===== config.mk =====
export PLATFORM = sky130hd
export DESIGN_NAME = planar_icon_to_chunky_pixels
export DESIGN_NICKNAME = d
export VERILOG_FILES = /design/src/p2c_pkg.sv /design/src/p2c_ram.sv /design/src/planar_icon_to_chunky_pixels.sv
export SDC_FILE = /design/constraint.sdc
export NUM_CORES = 2
export LEC_CHECK = 0
export BUFFER_PORTS_ARGS = -buffer_cell sky130_fd_sc_hd__buf_2
export CAP_MARGIN = 30
export CORE_MARGIN = 2
export CORE_UTILIZATION = 63
export DETAILED_ROUTE_END_ITERATION = 16
export PLACE_DENSITY = 0.79
export SYNTH_ARGS = -nofsm -noshare
export SYNTH_HDL_FRONTEND = slang
export SYNTH_SLANG_ARGS = --single-unit
export TNS_END_PERCENT = 30

===== constraint.sdc =====
create_clock -name clk_i -period 9.7 [get_ports clk_i]
set_input_delay 0.97 -clock clk_i [delete_from_list [all_inputs] [get_ports clk_i]]
set_output_delay 0.97 -clock clk_i [all_outputs]
set_load 0.05 [all_outputs]

===== src/p2c_pkg.sv =====
// Package for the planar-to-chunky image converter.
// Holds the size limits, derived widths and result kind codes.
// No dependencies.
package p2c_pkg;

  // Image size limits.
  localparam int unsigned MaxWidth    = 640;
  localparam int unsigned MaxHeight   = 400;
  localparam int unsigned RowBytesMax = (MaxWidth + 7) / 8;

  // File layout constants.
  localparam int unsigned HeaderBytes = 6;
  localparam int unsigned Planes      = 4;
  localparam int unsigned StoredPlanes = 3;
  localparam int unsigned PixPerByte  = 8;

  // Field widths.
  localparam int unsigned LenW  = 24;
  localparam int unsigned ColW  = 10;
  localparam int unsigned RowW  = 9;
  localparam int unsigned RbW   = $clog2(RowBytesMax + 1);
  localparam int unsigned AddrW = $clog2(RowBytesMax);
  localparam int unsigned NeedW =
    $clog2(HeaderBytes + Planes * RowBytesMax * MaxHeight + 1);

  // Result kinds.
  typedef enum logic [1:0] {
    KIND_HEADER = 2'd0,
    KIND_PIXEL  = 2'd1,
    KIND_REJECT = 2'd2
  } kind_e;

endpackage


===== src/p2c_ram.sv =====
// Generic single-write, single-read RAM with registered read data.
// No dependencies.
module p2c_ram #(
  parameter int unsigned Width = 8,
  parameter int unsigned Depth = 80
) (
  input  logic                     clk_i,
  input  logic                     we_i,
  input  logic [$clog2(Depth)-1:0] waddr_i,
  input  logic [Width-1:0]         wdata_i,
  input  logic                     re_i,
  input  logic [$clog2(Depth)-1:0] raddr_i,
  output logic [Width-1:0]         rdata_o
);

  logic [Width-1:0] mem_q [Depth];

  // Write port.
  always_ff @(posedge clk_i) begin
    if (we_i) begin
      mem_q[waddr_i] <= wdata_i;
    end
  end

  // Registered read port; data holds while no read is requested.
  always_ff @(posedge clk_i) begin
    if (re_i) begin
      rdata_o <= mem_q[raddr_i];
    end
  end

endmodule


===== src/planar_icon_to_chunky_pixels.sv =====
// Output: the first result of a byte is shown in the cycle after the byte's beat.
// Flow: one byte per cycle while the output is not stalled, for bytes that give
// at most one result; an intensity byte holds the result stage until all its
// pixels (up to eight) leave the single result register one beat at a time.
// Reset: all control state clears asynchronously; the plane row store is not
// cleared, every entry is written for a row before that row reads it.
// Top level of the planar-to-chunky converter; uses p2c_pkg and p2c_ram.
module planar_icon_to_chunky_pixels
  import p2c_pkg::*;
(
  input  logic            clk_i,
  input  logic            rst_ni,
  // Configuration: data_length.
  input  logic            cfg_we_i,
  input  logic [LenW-1:0] cfg_wdata_i,
  // Input bytes.
  input  logic            s_axis_tvalid,
  output logic            s_axis_tready,
  input  logic [7:0]      s_axis_tdata,   // [7:0] byte_value
  input  logic [0:0]      s_axis_tuser,   // [0] first_byte
  // Results.
  output logic            m_axis_tvalid,
  input  logic            m_axis_tready,
  // [3:0] pixel_index, [13:4] column, [22:14] row, [32:23] image_width,
  // [41:33] image_height, [47:42] zero
  output logic [47:0]     m_axis_tdata,
  output logic [2:0]      m_axis_tuser,   // [1:0] kind, [2] image_done
  output logic            m_axis_tlast    // last_of_run
);

  // Parser phases.
  localparam logic [1:0] PH_IDLE   = 2'd0;
  localparam logic [1:0] PH_HEADER = 2'd1;
  localparam logic [1:0] PH_PIXELS = 2'd2;

  // Parser state.
  logic [LenW-1:0] data_len_q;
  logic [1:0]      phase_q, phase_d;
  logic [2:0]      hpos_q, hpos_d;
  logic [15:0]     raw_w_q, raw_w_d;
  logic [7:0]      raw_h_lo_q, raw_h_lo_d;
  logic [ColW-1:0] width_q, width_d;
  logic [RowW-1:0] height_q, height_d;
  logic [1:0]      plane_q, plane_d;
  logic [RbW-1:0]  bip_q, bip_d;
  logic [RowW-1:0] row_q, row_d;

  // Result stage.
  logic            s1_valid_q;
  kind_e           s1_kind_q;
  logic [7:0]      s1_ibyte_q;
  logic [ColW-1:0] s1_base_q;
  logic [RowW-1:0] s1_row_q;
  logic [3:0]      s1_cnt_q;
  logic [ColW-1:0] s1_w_q;
  logic [RowW-1:0] s1_h_q;
  logic            s1_done_q;
  logic [2:0]      beat_q;

  // Item decode results.
  logic            in_fire, out_fire, last_beat;
  logic            item_res;
  kind_e           item_kind;
  logic [ColW-1:0] item_base;
  logic [3:0]      item_cnt;
  logic            item_done;
  logic            ram_we, ram_re;
  logic [7:0]      ram_q [StoredPlanes];

  // Current row length in bytes.
  logic [ColW:0]   rb_sum;
  logic [RbW-1:0]  rb_cur;
  assign rb_sum = {1'b0, width_q} + (ColW+1)'(7);
  assign rb_cur = rb_sum[3 +: RbW];

  // Header verdict inputs for header byte 3.
  logic [15:0]     raw_h;
  logic [ColW-1:0] w_new;
  logic [RowW-1:0] h_new;
  logic [ColW:0]   rb_new_sum;
  logic [RbW-1:0]  rb_new;
  logic [RbW+RowW-1:0] rb_h;
  logic [NeedW-1:0] need_len;
  assign raw_h      = {s_axis_tdata, raw_h_lo_q};
  assign w_new      = raw_w_q[ColW-1:0] + ColW'(1);
  assign h_new      = raw_h[RowW-1:0] + RowW'(1);
  assign rb_new_sum = {1'b0, w_new} + (ColW+1)'(7);
  assign rb_new     = rb_new_sum[3 +: RbW];
  assign rb_h       = {{RowW{1'b0}}, rb_new} * {{RbW{1'b0}}, h_new};
  assign need_len   = NeedW'(HeaderBytes) + NeedW'({rb_h, 2'b00});

  // Pixel byte geometry.
  logic [ColW-1:0] pix_base, pix_rem;
  logic [RowW:0]   row_inc;
  logic [RbW-1:0]  bip_inc;
  assign pix_base = ColW'({bip_q, 3'b000});
  assign pix_rem  = width_q - pix_base;
  assign row_inc  = {1'b0, row_q} + (RowW+1)'(1);
  assign bip_inc  = bip_q + RbW'(1);

  // Handshakes.
  assign last_beat     = ({1'b0, beat_q} + 4'd1) == s1_cnt_q;
  assign out_fire      = m_axis_tvalid && m_axis_tready;
  assign s_axis_tready = !s1_valid_q || (m_axis_tready && last_beat);
  assign in_fire       = s_axis_tvalid && s_axis_tready;

  // Parser: one byte per beat, state advances at the beat.
  always_comb begin
    logic [1:0] eff_phase;
    logic [2:0] eff_pos;
    eff_phase  = s_axis_tuser[0] ? PH_HEADER : phase_q;
    eff_pos    = s_axis_tuser[0] ? 3'd0 : hpos_q;
    phase_d    = phase_q;
    hpos_d     = hpos_q;
    raw_w_d    = raw_w_q;
    raw_h_lo_d = raw_h_lo_q;
    width_d    = width_q;
    height_d   = height_q;
    plane_d    = plane_q;
    bip_d      = bip_q;
    row_d      = row_q;
    item_res   = 1'b0;
    item_kind  = KIND_REJECT;
    item_base  = pix_base;
    item_cnt   = 4'd1;
    item_done  = 1'b0;
    ram_we     = 1'b0;
    ram_re     = 1'b0;
    if (in_fire) begin
      phase_d = eff_phase;
      case (eff_phase)
        PH_HEADER: begin
          hpos_d = eff_pos + 3'd1;
          case (eff_pos)
            3'd0: begin
              raw_w_d = {8'h00, s_axis_tdata};
              if (data_len_q < LenW'(HeaderBytes)) begin
                phase_d  = PH_IDLE;
                item_res = 1'b1;
              end
            end
            3'd1: raw_w_d = {s_axis_tdata, raw_w_q[7:0]};
            3'd2: raw_h_lo_d = s_axis_tdata;
            3'd3: begin
              item_res = 1'b1;
              // A raw size at or above the limit is either too large or
              // wraps to zero.
              if (raw_w_q >= 16'(MaxWidth) || raw_h >= 16'(MaxHeight) ||
                  data_len_q < LenW'(need_len)) begin
                phase_d = PH_IDLE;
              end else begin
                width_d   = w_new;
                height_d  = h_new;
                item_kind = KIND_HEADER;
              end
            end
            default: begin
              if (eff_pos >= 3'd5) begin
                phase_d = PH_PIXELS;
                plane_d = 2'd0;
                bip_d   = '0;
                row_d   = '0;
              end
            end
          endcase
        end
        PH_PIXELS: begin
          if (bip_q >= RbW'(RowBytesMax) || rb_cur == '0) begin
            phase_d = PH_IDLE;
          end else begin
            if (plane_q < 2'(StoredPlanes)) begin
              ram_we = 1'b1;
            end else begin
              // Intensity byte: read back the three stored plane bytes.
              ram_re    = 1'b1;
              item_res  = 1'b1;
              item_kind = KIND_PIXEL;
              item_cnt  = (pix_rem > ColW'(PixPerByte)) ? 4'(PixPerByte)
                                                        : pix_rem[3:0];
              item_done = (row_inc == {1'b0, height_q}) &&
                          (pix_rem <= ColW'(PixPerByte));
            end
            // Step through bytes, planes and rows.
            if (bip_inc >= rb_cur) begin
              bip_d   = '0;
              plane_d = plane_q + 2'd1;
              if (plane_q == 2'(Planes - 1)) begin
                row_d = row_inc[RowW-1:0];
                if (row_inc >= {1'b0, height_q}) begin
                  phase_d = PH_IDLE;
                end
              end
            end else begin
              bip_d = bip_inc;
            end
          end
        end
        default: ;
      endcase
    end
  end

  // Parser registers.
  always_ff @(posedge clk_i or negedge rst_ni) begin
    if (!rst_ni) begin
      data_len_q <= '0;
      phase_q    <= PH_IDLE;
      hpos_q     <= '0;
      raw_w_q    <= '0;
      raw_h_lo_q <= '0;
      width_q    <= '0;
      height_q   <= '0;
      plane_q    <= '0;
      bip_q      <= '0;
      row_q      <= '0;
    end else begin
      if (cfg_we_i) begin
        data_len_q <= cfg_wdata_i;
      end
      phase_q    <= phase_d;
      hpos_q     <= hpos_d;
      raw_w_q    <= raw_w_d;
      raw_h_lo_q <= raw_h_lo_d;
      width_q    <= width_d;
      height_q   <= height_d;
      plane_q    <= plane_d;
      bip_q      <= bip_d;
      row_q      <= row_d;
    end
  end

  // Plane row store: one RAM per stored plane.
  for (genvar g = 0; g < StoredPlanes; g++) begin : g_plane
    p2c_ram #(
      .Width(8),
      .Depth(RowBytesMax)
    ) u_ram (
      .clk_i  (clk_i),
      .we_i   (ram_we && (plane_q == 2'(g))),
      .waddr_i(bip_q[AddrW-1:0]),
      .wdata_i(s_axis_tdata),
      .re_i   (ram_re),
      .raddr_i(bip_q[AddrW-1:0]),
      .rdata_o(ram_q[g])
    );
  end

  // Result stage control.
  always_ff @(posedge clk_i or negedge rst_ni) begin
    if (!rst_ni) begin
      s1_valid_q <= 1'b0;
      beat_q     <= '0;
    end else if (item_res) begin
      s1_valid_q <= 1'b1;
      beat_q     <= '0;
    end else if (out_fire) begin
      if (last_beat) begin
        s1_valid_q <= 1'b0;
        beat_q     <= '0;
      end else begin
        beat_q <= beat_q + 3'd1;
      end
    end
  end

  // Result stage payload.
  always_ff @(posedge clk_i) begin
    if (item_res) begin
      s1_kind_q  <= item_kind;
      s1_ibyte_q <= s_axis_tdata;
      s1_base_q  <= item_base;
      s1_row_q   <= row_q;
      s1_cnt_q   <= item_cnt;
      s1_w_q     <= w_new;
      s1_h_q     <= h_new;
      s1_done_q  <= item_done;
    end
  end

  // Output beat: pixels leave msb first.
  logic            is_pix, is_hdr;
  logic [2:0]      bit_sel;
  logic [3:0]      pix_out;
  logic [ColW-1:0] col_out;
  logic [RowW-1:0] row_out;
  logic [ColW-1:0] w_out;
  logic [RowW-1:0] h_out;
  assign is_pix  = s1_kind_q == KIND_PIXEL;
  assign is_hdr  = s1_kind_q == KIND_HEADER;
  assign bit_sel = 3'(PixPerByte - 1) - beat_q;
  assign pix_out = is_pix ? {s1_ibyte_q[bit_sel], ram_q[2][bit_sel],
                             ram_q[1][bit_sel], ram_q[0][bit_sel]} : 4'd0;
  assign col_out = is_pix ? s1_base_q + ColW'(beat_q) : '0;
  assign row_out = is_pix ? s1_row_q : '0;
  assign w_out   = is_hdr ? s1_w_q : '0;
  assign h_out   = is_hdr ? s1_h_q : '0;

  assign m_axis_tvalid = s1_valid_q;
  assign m_axis_tdata  = {6'b000000, h_out, w_out, row_out, col_out, pix_out};
  assign m_axis_tuser  = {s1_done_q && last_beat, s1_kind_q};
  assign m_axis_tlast  = last_beat;

`ifndef SYNTHESIS
  // The beat counter stays inside the item's pixel count.
  assert property (@(posedge clk_i) disable iff (!rst_ni)
    s1_valid_q |-> ({1'b0, beat_q} < s1_cnt_q))
    else $error("beat counter beyond pixel count");

  // Header and reject results are single beats.
  assert property (@(posedge clk_i) disable iff (!rst_ni)
    s1_valid_q && !is_pix |-> s1_cnt_q == 4'd1)
    else $error("non-pixel result with several beats");

  // While decoding pixels the byte and row counters stay in the image.
  assert property (@(posedge clk_i) disable iff (!rst_ni)
    phase_q == PH_PIXELS |-> (bip_q < rb_cur) && (row_q < height_q))
    else $error("pixel counters out of range");

  // A stalled result keeps its place in the item.
  assert property (@(posedge clk_i) disable iff (!rst_ni)
    s1_valid_q && !m_axis_tready |=> s1_valid_q && $stable(beat_q))
    else $error("result stage moved while stalled");

  // The end of the image only comes on a final beat.
  assert property (@(posedge clk_i) disable iff (!rst_ni)
    m_axis_tvalid && m_axis_tuser[2] |-> m_axis_tlast && is_pix)
    else $error("image end off a final pixel beat");
`endif

endmodule

==> metrics.cfg <==
[die]
io_pins = 92
die_w_um = 373.4
die_area_sq_um = 139400
fp-row-count = 135
core_sq_um = 135500
start_util_pct = 63.46
die-height_um = 373.4

[clock_network]
clockBufferDepth = 3
clk_pin_slew_ns = 0.06
cts_inserted_buffers = 197
cts_root_buf = clkbuf_16
cts_tree = yes
htreeDepth = 4
clk_latency_ns = 0.85
cts_num_sinks = 2087
postCtsSetupRepairBufs = 0

[drt]
drt-wirelength-per-cell_um = 32.54
drtIter0Drc = 8511
drc = 0
wirelength_um = 240400
postRouteAntennaNets = 0
firstDrtPassIters = 8
routed_via_density = 7.087
num_vias = 52352

[synthesis]
ys_async_sr_fraction_pct = 4.456
synthCells = 5368
synth_edf_count = 1994
synth.cell_area_sq_um = 85960
synth-compound-area-share_pct = 8.731
synth_area_per_cell_sq_um = 16.01
yosys.area_share.xor_xnor_pct = 0.7889
synth_top_family_by_area = compound AO/OA/AOI/OAI gates
ys.flop_type = edfxtp_1
synth_fa_ha_area_share_pct = 2.087
synthSimpleGateAreaFrac_pct = 5.323
yosys_warnings = 0
synth_mux_area_share_pct = 8.346
seq_area_frac_synth_pct = 72.36
ys_types = 86
synth_seq_cells = 2087

[timing]
worstMarginPinSlew_ns = 1.160
holdWs_ns = 0.3713
finalSetupViolCount = 0
finalHoldViolations = 0
rsz0062_at_grt = false
period_share_pct = 91.39
fmax_ghz = 0.1128
slew_headroom_pct = 22.37
setup-tns-final_ns = 0
slew_violations = 0
period_needed_ns = 8.865
skew_ns = 0.04292

[grt]
overflow = 0
grt_antenna_before_repair = 9
first_global_vias = 51377
grt_start_max_net_pins = 98
grt_pass1_wl_um = 348600
grt.total_usage_pct = 34.36

[pwr]
clockPowerShare_pct = 33.1
switching_share_pct = 28.38
p_leak_nw = 30.08
ir_drop_mv = 0.9178
internal_power_w = 0.01624
powerDensity_nw_per_um2 = 239.8
power_frac_comb_pct = 22.4
power_switching_w = 0.006438
pwr-share-seq_pct = 44.5

[place]
gp_congestion = 0.9131
dp_hpwl_um = 141700
numPortBuffers = 84

[cells_and_area]
multi_input_area_sq_um = 21930
num-nets-final = 5599
fillCellCount = 8373
drive_gt1_share_pct = 15.47
area_growth_syn_to_layout_pct = 10.02
seq_area_sq_um = 62220

[setup_path]
endpoint_kind = register
path_class = register to register
cpPeakStageDelay_ns = 0.63
critPathSlowestCell = o2111ai_2
path_max_fanout = 15
required_ns = 10.41
worstPathArrival_ns = 9.57
crit_path_start_kind = register

[status]
outcome = finished clean

[worst_hold_path]
hp-class = primary input to register

[run]
max-cap-violations = 0

[cells in the mapped netlist (all sizes together), types with 12 or more instances]
cell type,count,area [sq um]
nor2,494,1864
xnor2,45,401.6
a21oi,194,970.9
and2,46,287.8
a22o,40,350.3
xor2,29,254.0
o21ai,190,950.9
o22ai,31,193.9
nand4,16,100.1
mux2,178,2004
a311oi,17,148.9
a211oi,38,290.3
clkbuf,163,611.8
o31ai,18,135.1
ha,89,1114
o221ai,37,324.1
inv,96,360.3
nor3,31,155.2
buf,185,1041
and3,14,92.59
nand3,70,355.3
nor2b,12,75.07
a221o,39,390.4
o211ai,22,165.2
nand2,322,1209
mux2i,197,1972
a22oi,89,668.1
dfrtp,93,2327
nand2b,28,175.2
edfxtp,1994,59880
a221oi,227,1988
fa,34,680.7
nor4,14,87.58
mux4,142,3198
[cells by family after synthesis]
group | count (synthesis)
XOR/XNOR | 75
multiplexers | 517
other | 1
buffers and inverters | 448
flip-flops | 2087
AO/OA/AOI/OAI | 1047
AND/OR/NAND/NOR | 1070
adder cells (fa/ha/maj) | 123
[registers in the layout, summed over array words and instances (netlist names), 3 cells and up]
| name | count |
|---|---|
| hpos_q | 3 |
| s1_ibyte_q | 8 |
| height_q | 9 |
| s1_row_q | 9 |
| s1_cnt_q | 4 |
| g_plane.u_ram.rdata_o | 24 |
| g_plane.u_ram.mem_q | 1920 |
| raw_w_q | 16 |
| bip_q | 7 |
| data_len_q | 23 |
| s1_h_q | 9 |
| row_q | 9 |
| raw_h_lo_q | 8 |
| s1_w_q | 10 |
| s1_base_q | 7 |
| beat_q | 3 |
| width_q | 10 |
[routing by layer]
layer  track usage, %  up-vias  share of wire [%]
li1                 -    21271                  -
met1            46.23    25834                 35
met2            51.73     4395                 45
met3            9.680      836                 14
met4            17.91       16                5.9
met5                0        -              0.036
[cell usage in the layout (no fill, tap or decap), types with 87 or more instances in the layout]
master | netlist | final
a21oi_1 | 194 | 194
a221oi_1 | 227 | 227
a22oi_1 | 89 | 89
buf_4 | 46 | 114
clkbuf_16 | 0 | 202
dfrtp_1 | 93 | 87
edfxtp_1 | 1994 | 1994
ha_1 | 89 | 89
inv_1 | 95 | 92
mux2_2 | 178 | 178
mux2i_1 | 197 | 197
mux4_2 | 142 | 142
nand2_1 | 322 | 319
nor2_1 | 492 | 480
o21ai_0 | 189 | 189
[worst max-delay path: cells and delay by family (launching register included)]
| family | cells | cell delay (ns) |
|---|---|---|
| buf+inv | 4 | 0.26 |
| compound gates | 9 | 2.30 |
| simple gates | 8 | 1.70 |
| fa+ha+maj | 7 | 2.92 |
| mux | 1 | 0.41 |
| xor+xnor | 2 | 0.67 |
| flops | 1 | 0.49 |
[path summary, 6_finish.rpt]
kind | start | endpoint | slack, ns | cells after the start
max | raw_w_q[0]$_DFFE_PN0P_ | width_q[4]$_DFFE_PN0P_ | 0.84 | 31
min | cfg_wdata_i[23] | data_len_q[23]$_DFFE_PN0P_ | 0.37 | 2
max reg2reg | raw_w_q[0]$_DFFE_PN0P_ | width_q[4]$_DFFE_PN0P_ | 0.84 | 31
min reg2reg | hpos_q[2]$_DFFE_PN0P_ | hpos_q[2]$_DFFE_PN0P_ | 0.48 | 2
max in group asynchronous | rst_ni | bip_q[0]$_DFFE_PN0P_ | 8.31 | 4
min in group asynchronous | rst_ni | data_len_q[17]$_DFFE_PN0P_ | 0.52 | 2
[cell type report]
type                    instances  share of cell area [%]
diodes                          3                0.007937
clock buffers                 253                   5.557
clock inverters               111                  0.9816
inverters                     100                  0.4061
multi-input cells            2838                   23.18
flip-flops and latches       2087                   65.79
well taps                    1781                   2.356
repair buffers                214                   1.720
[power groups by stage]
stage | combinational, W | clock (W) | sequential [W]
after detailed placement | 0.00502 | 0 | 0.0103
after CTS | 0.00507 | 0.00749 | 0.0101
final | 0.00509 | 0.00750 | 0.0101
after global placement | 0.00493 | 0 | 0.0103
after global routing | 0.00590 | 0.00784 | 0.0101
after floorplan | 0.00388 | 0 | 0.0102
[metrics by stage]
stage	total power (W)	setup WS, ns	utilization [%]	area [sq um]	std cells
after global routing	0.02384	0.1828	69.81	94570	7384
after floorplan	0.01410	1.597	-	85980	5373
after global placement	0.01520	0.8551	65.05	88120	6999
after CTS	0.02265	0.6414	69.73	94460	7373
after detailed placement	0.01530	0.6645	65.15	88260	7008
final	0.02268	0.8351	69.82	94580	7387
[what timing repair did]
item,CTS,global route
hold buffers,1,0
endpoints found under the hold margin,14,0
resized for setup,0,1
endpoints found under the setup margin,0,10
(Power assumes the default switching activity.)
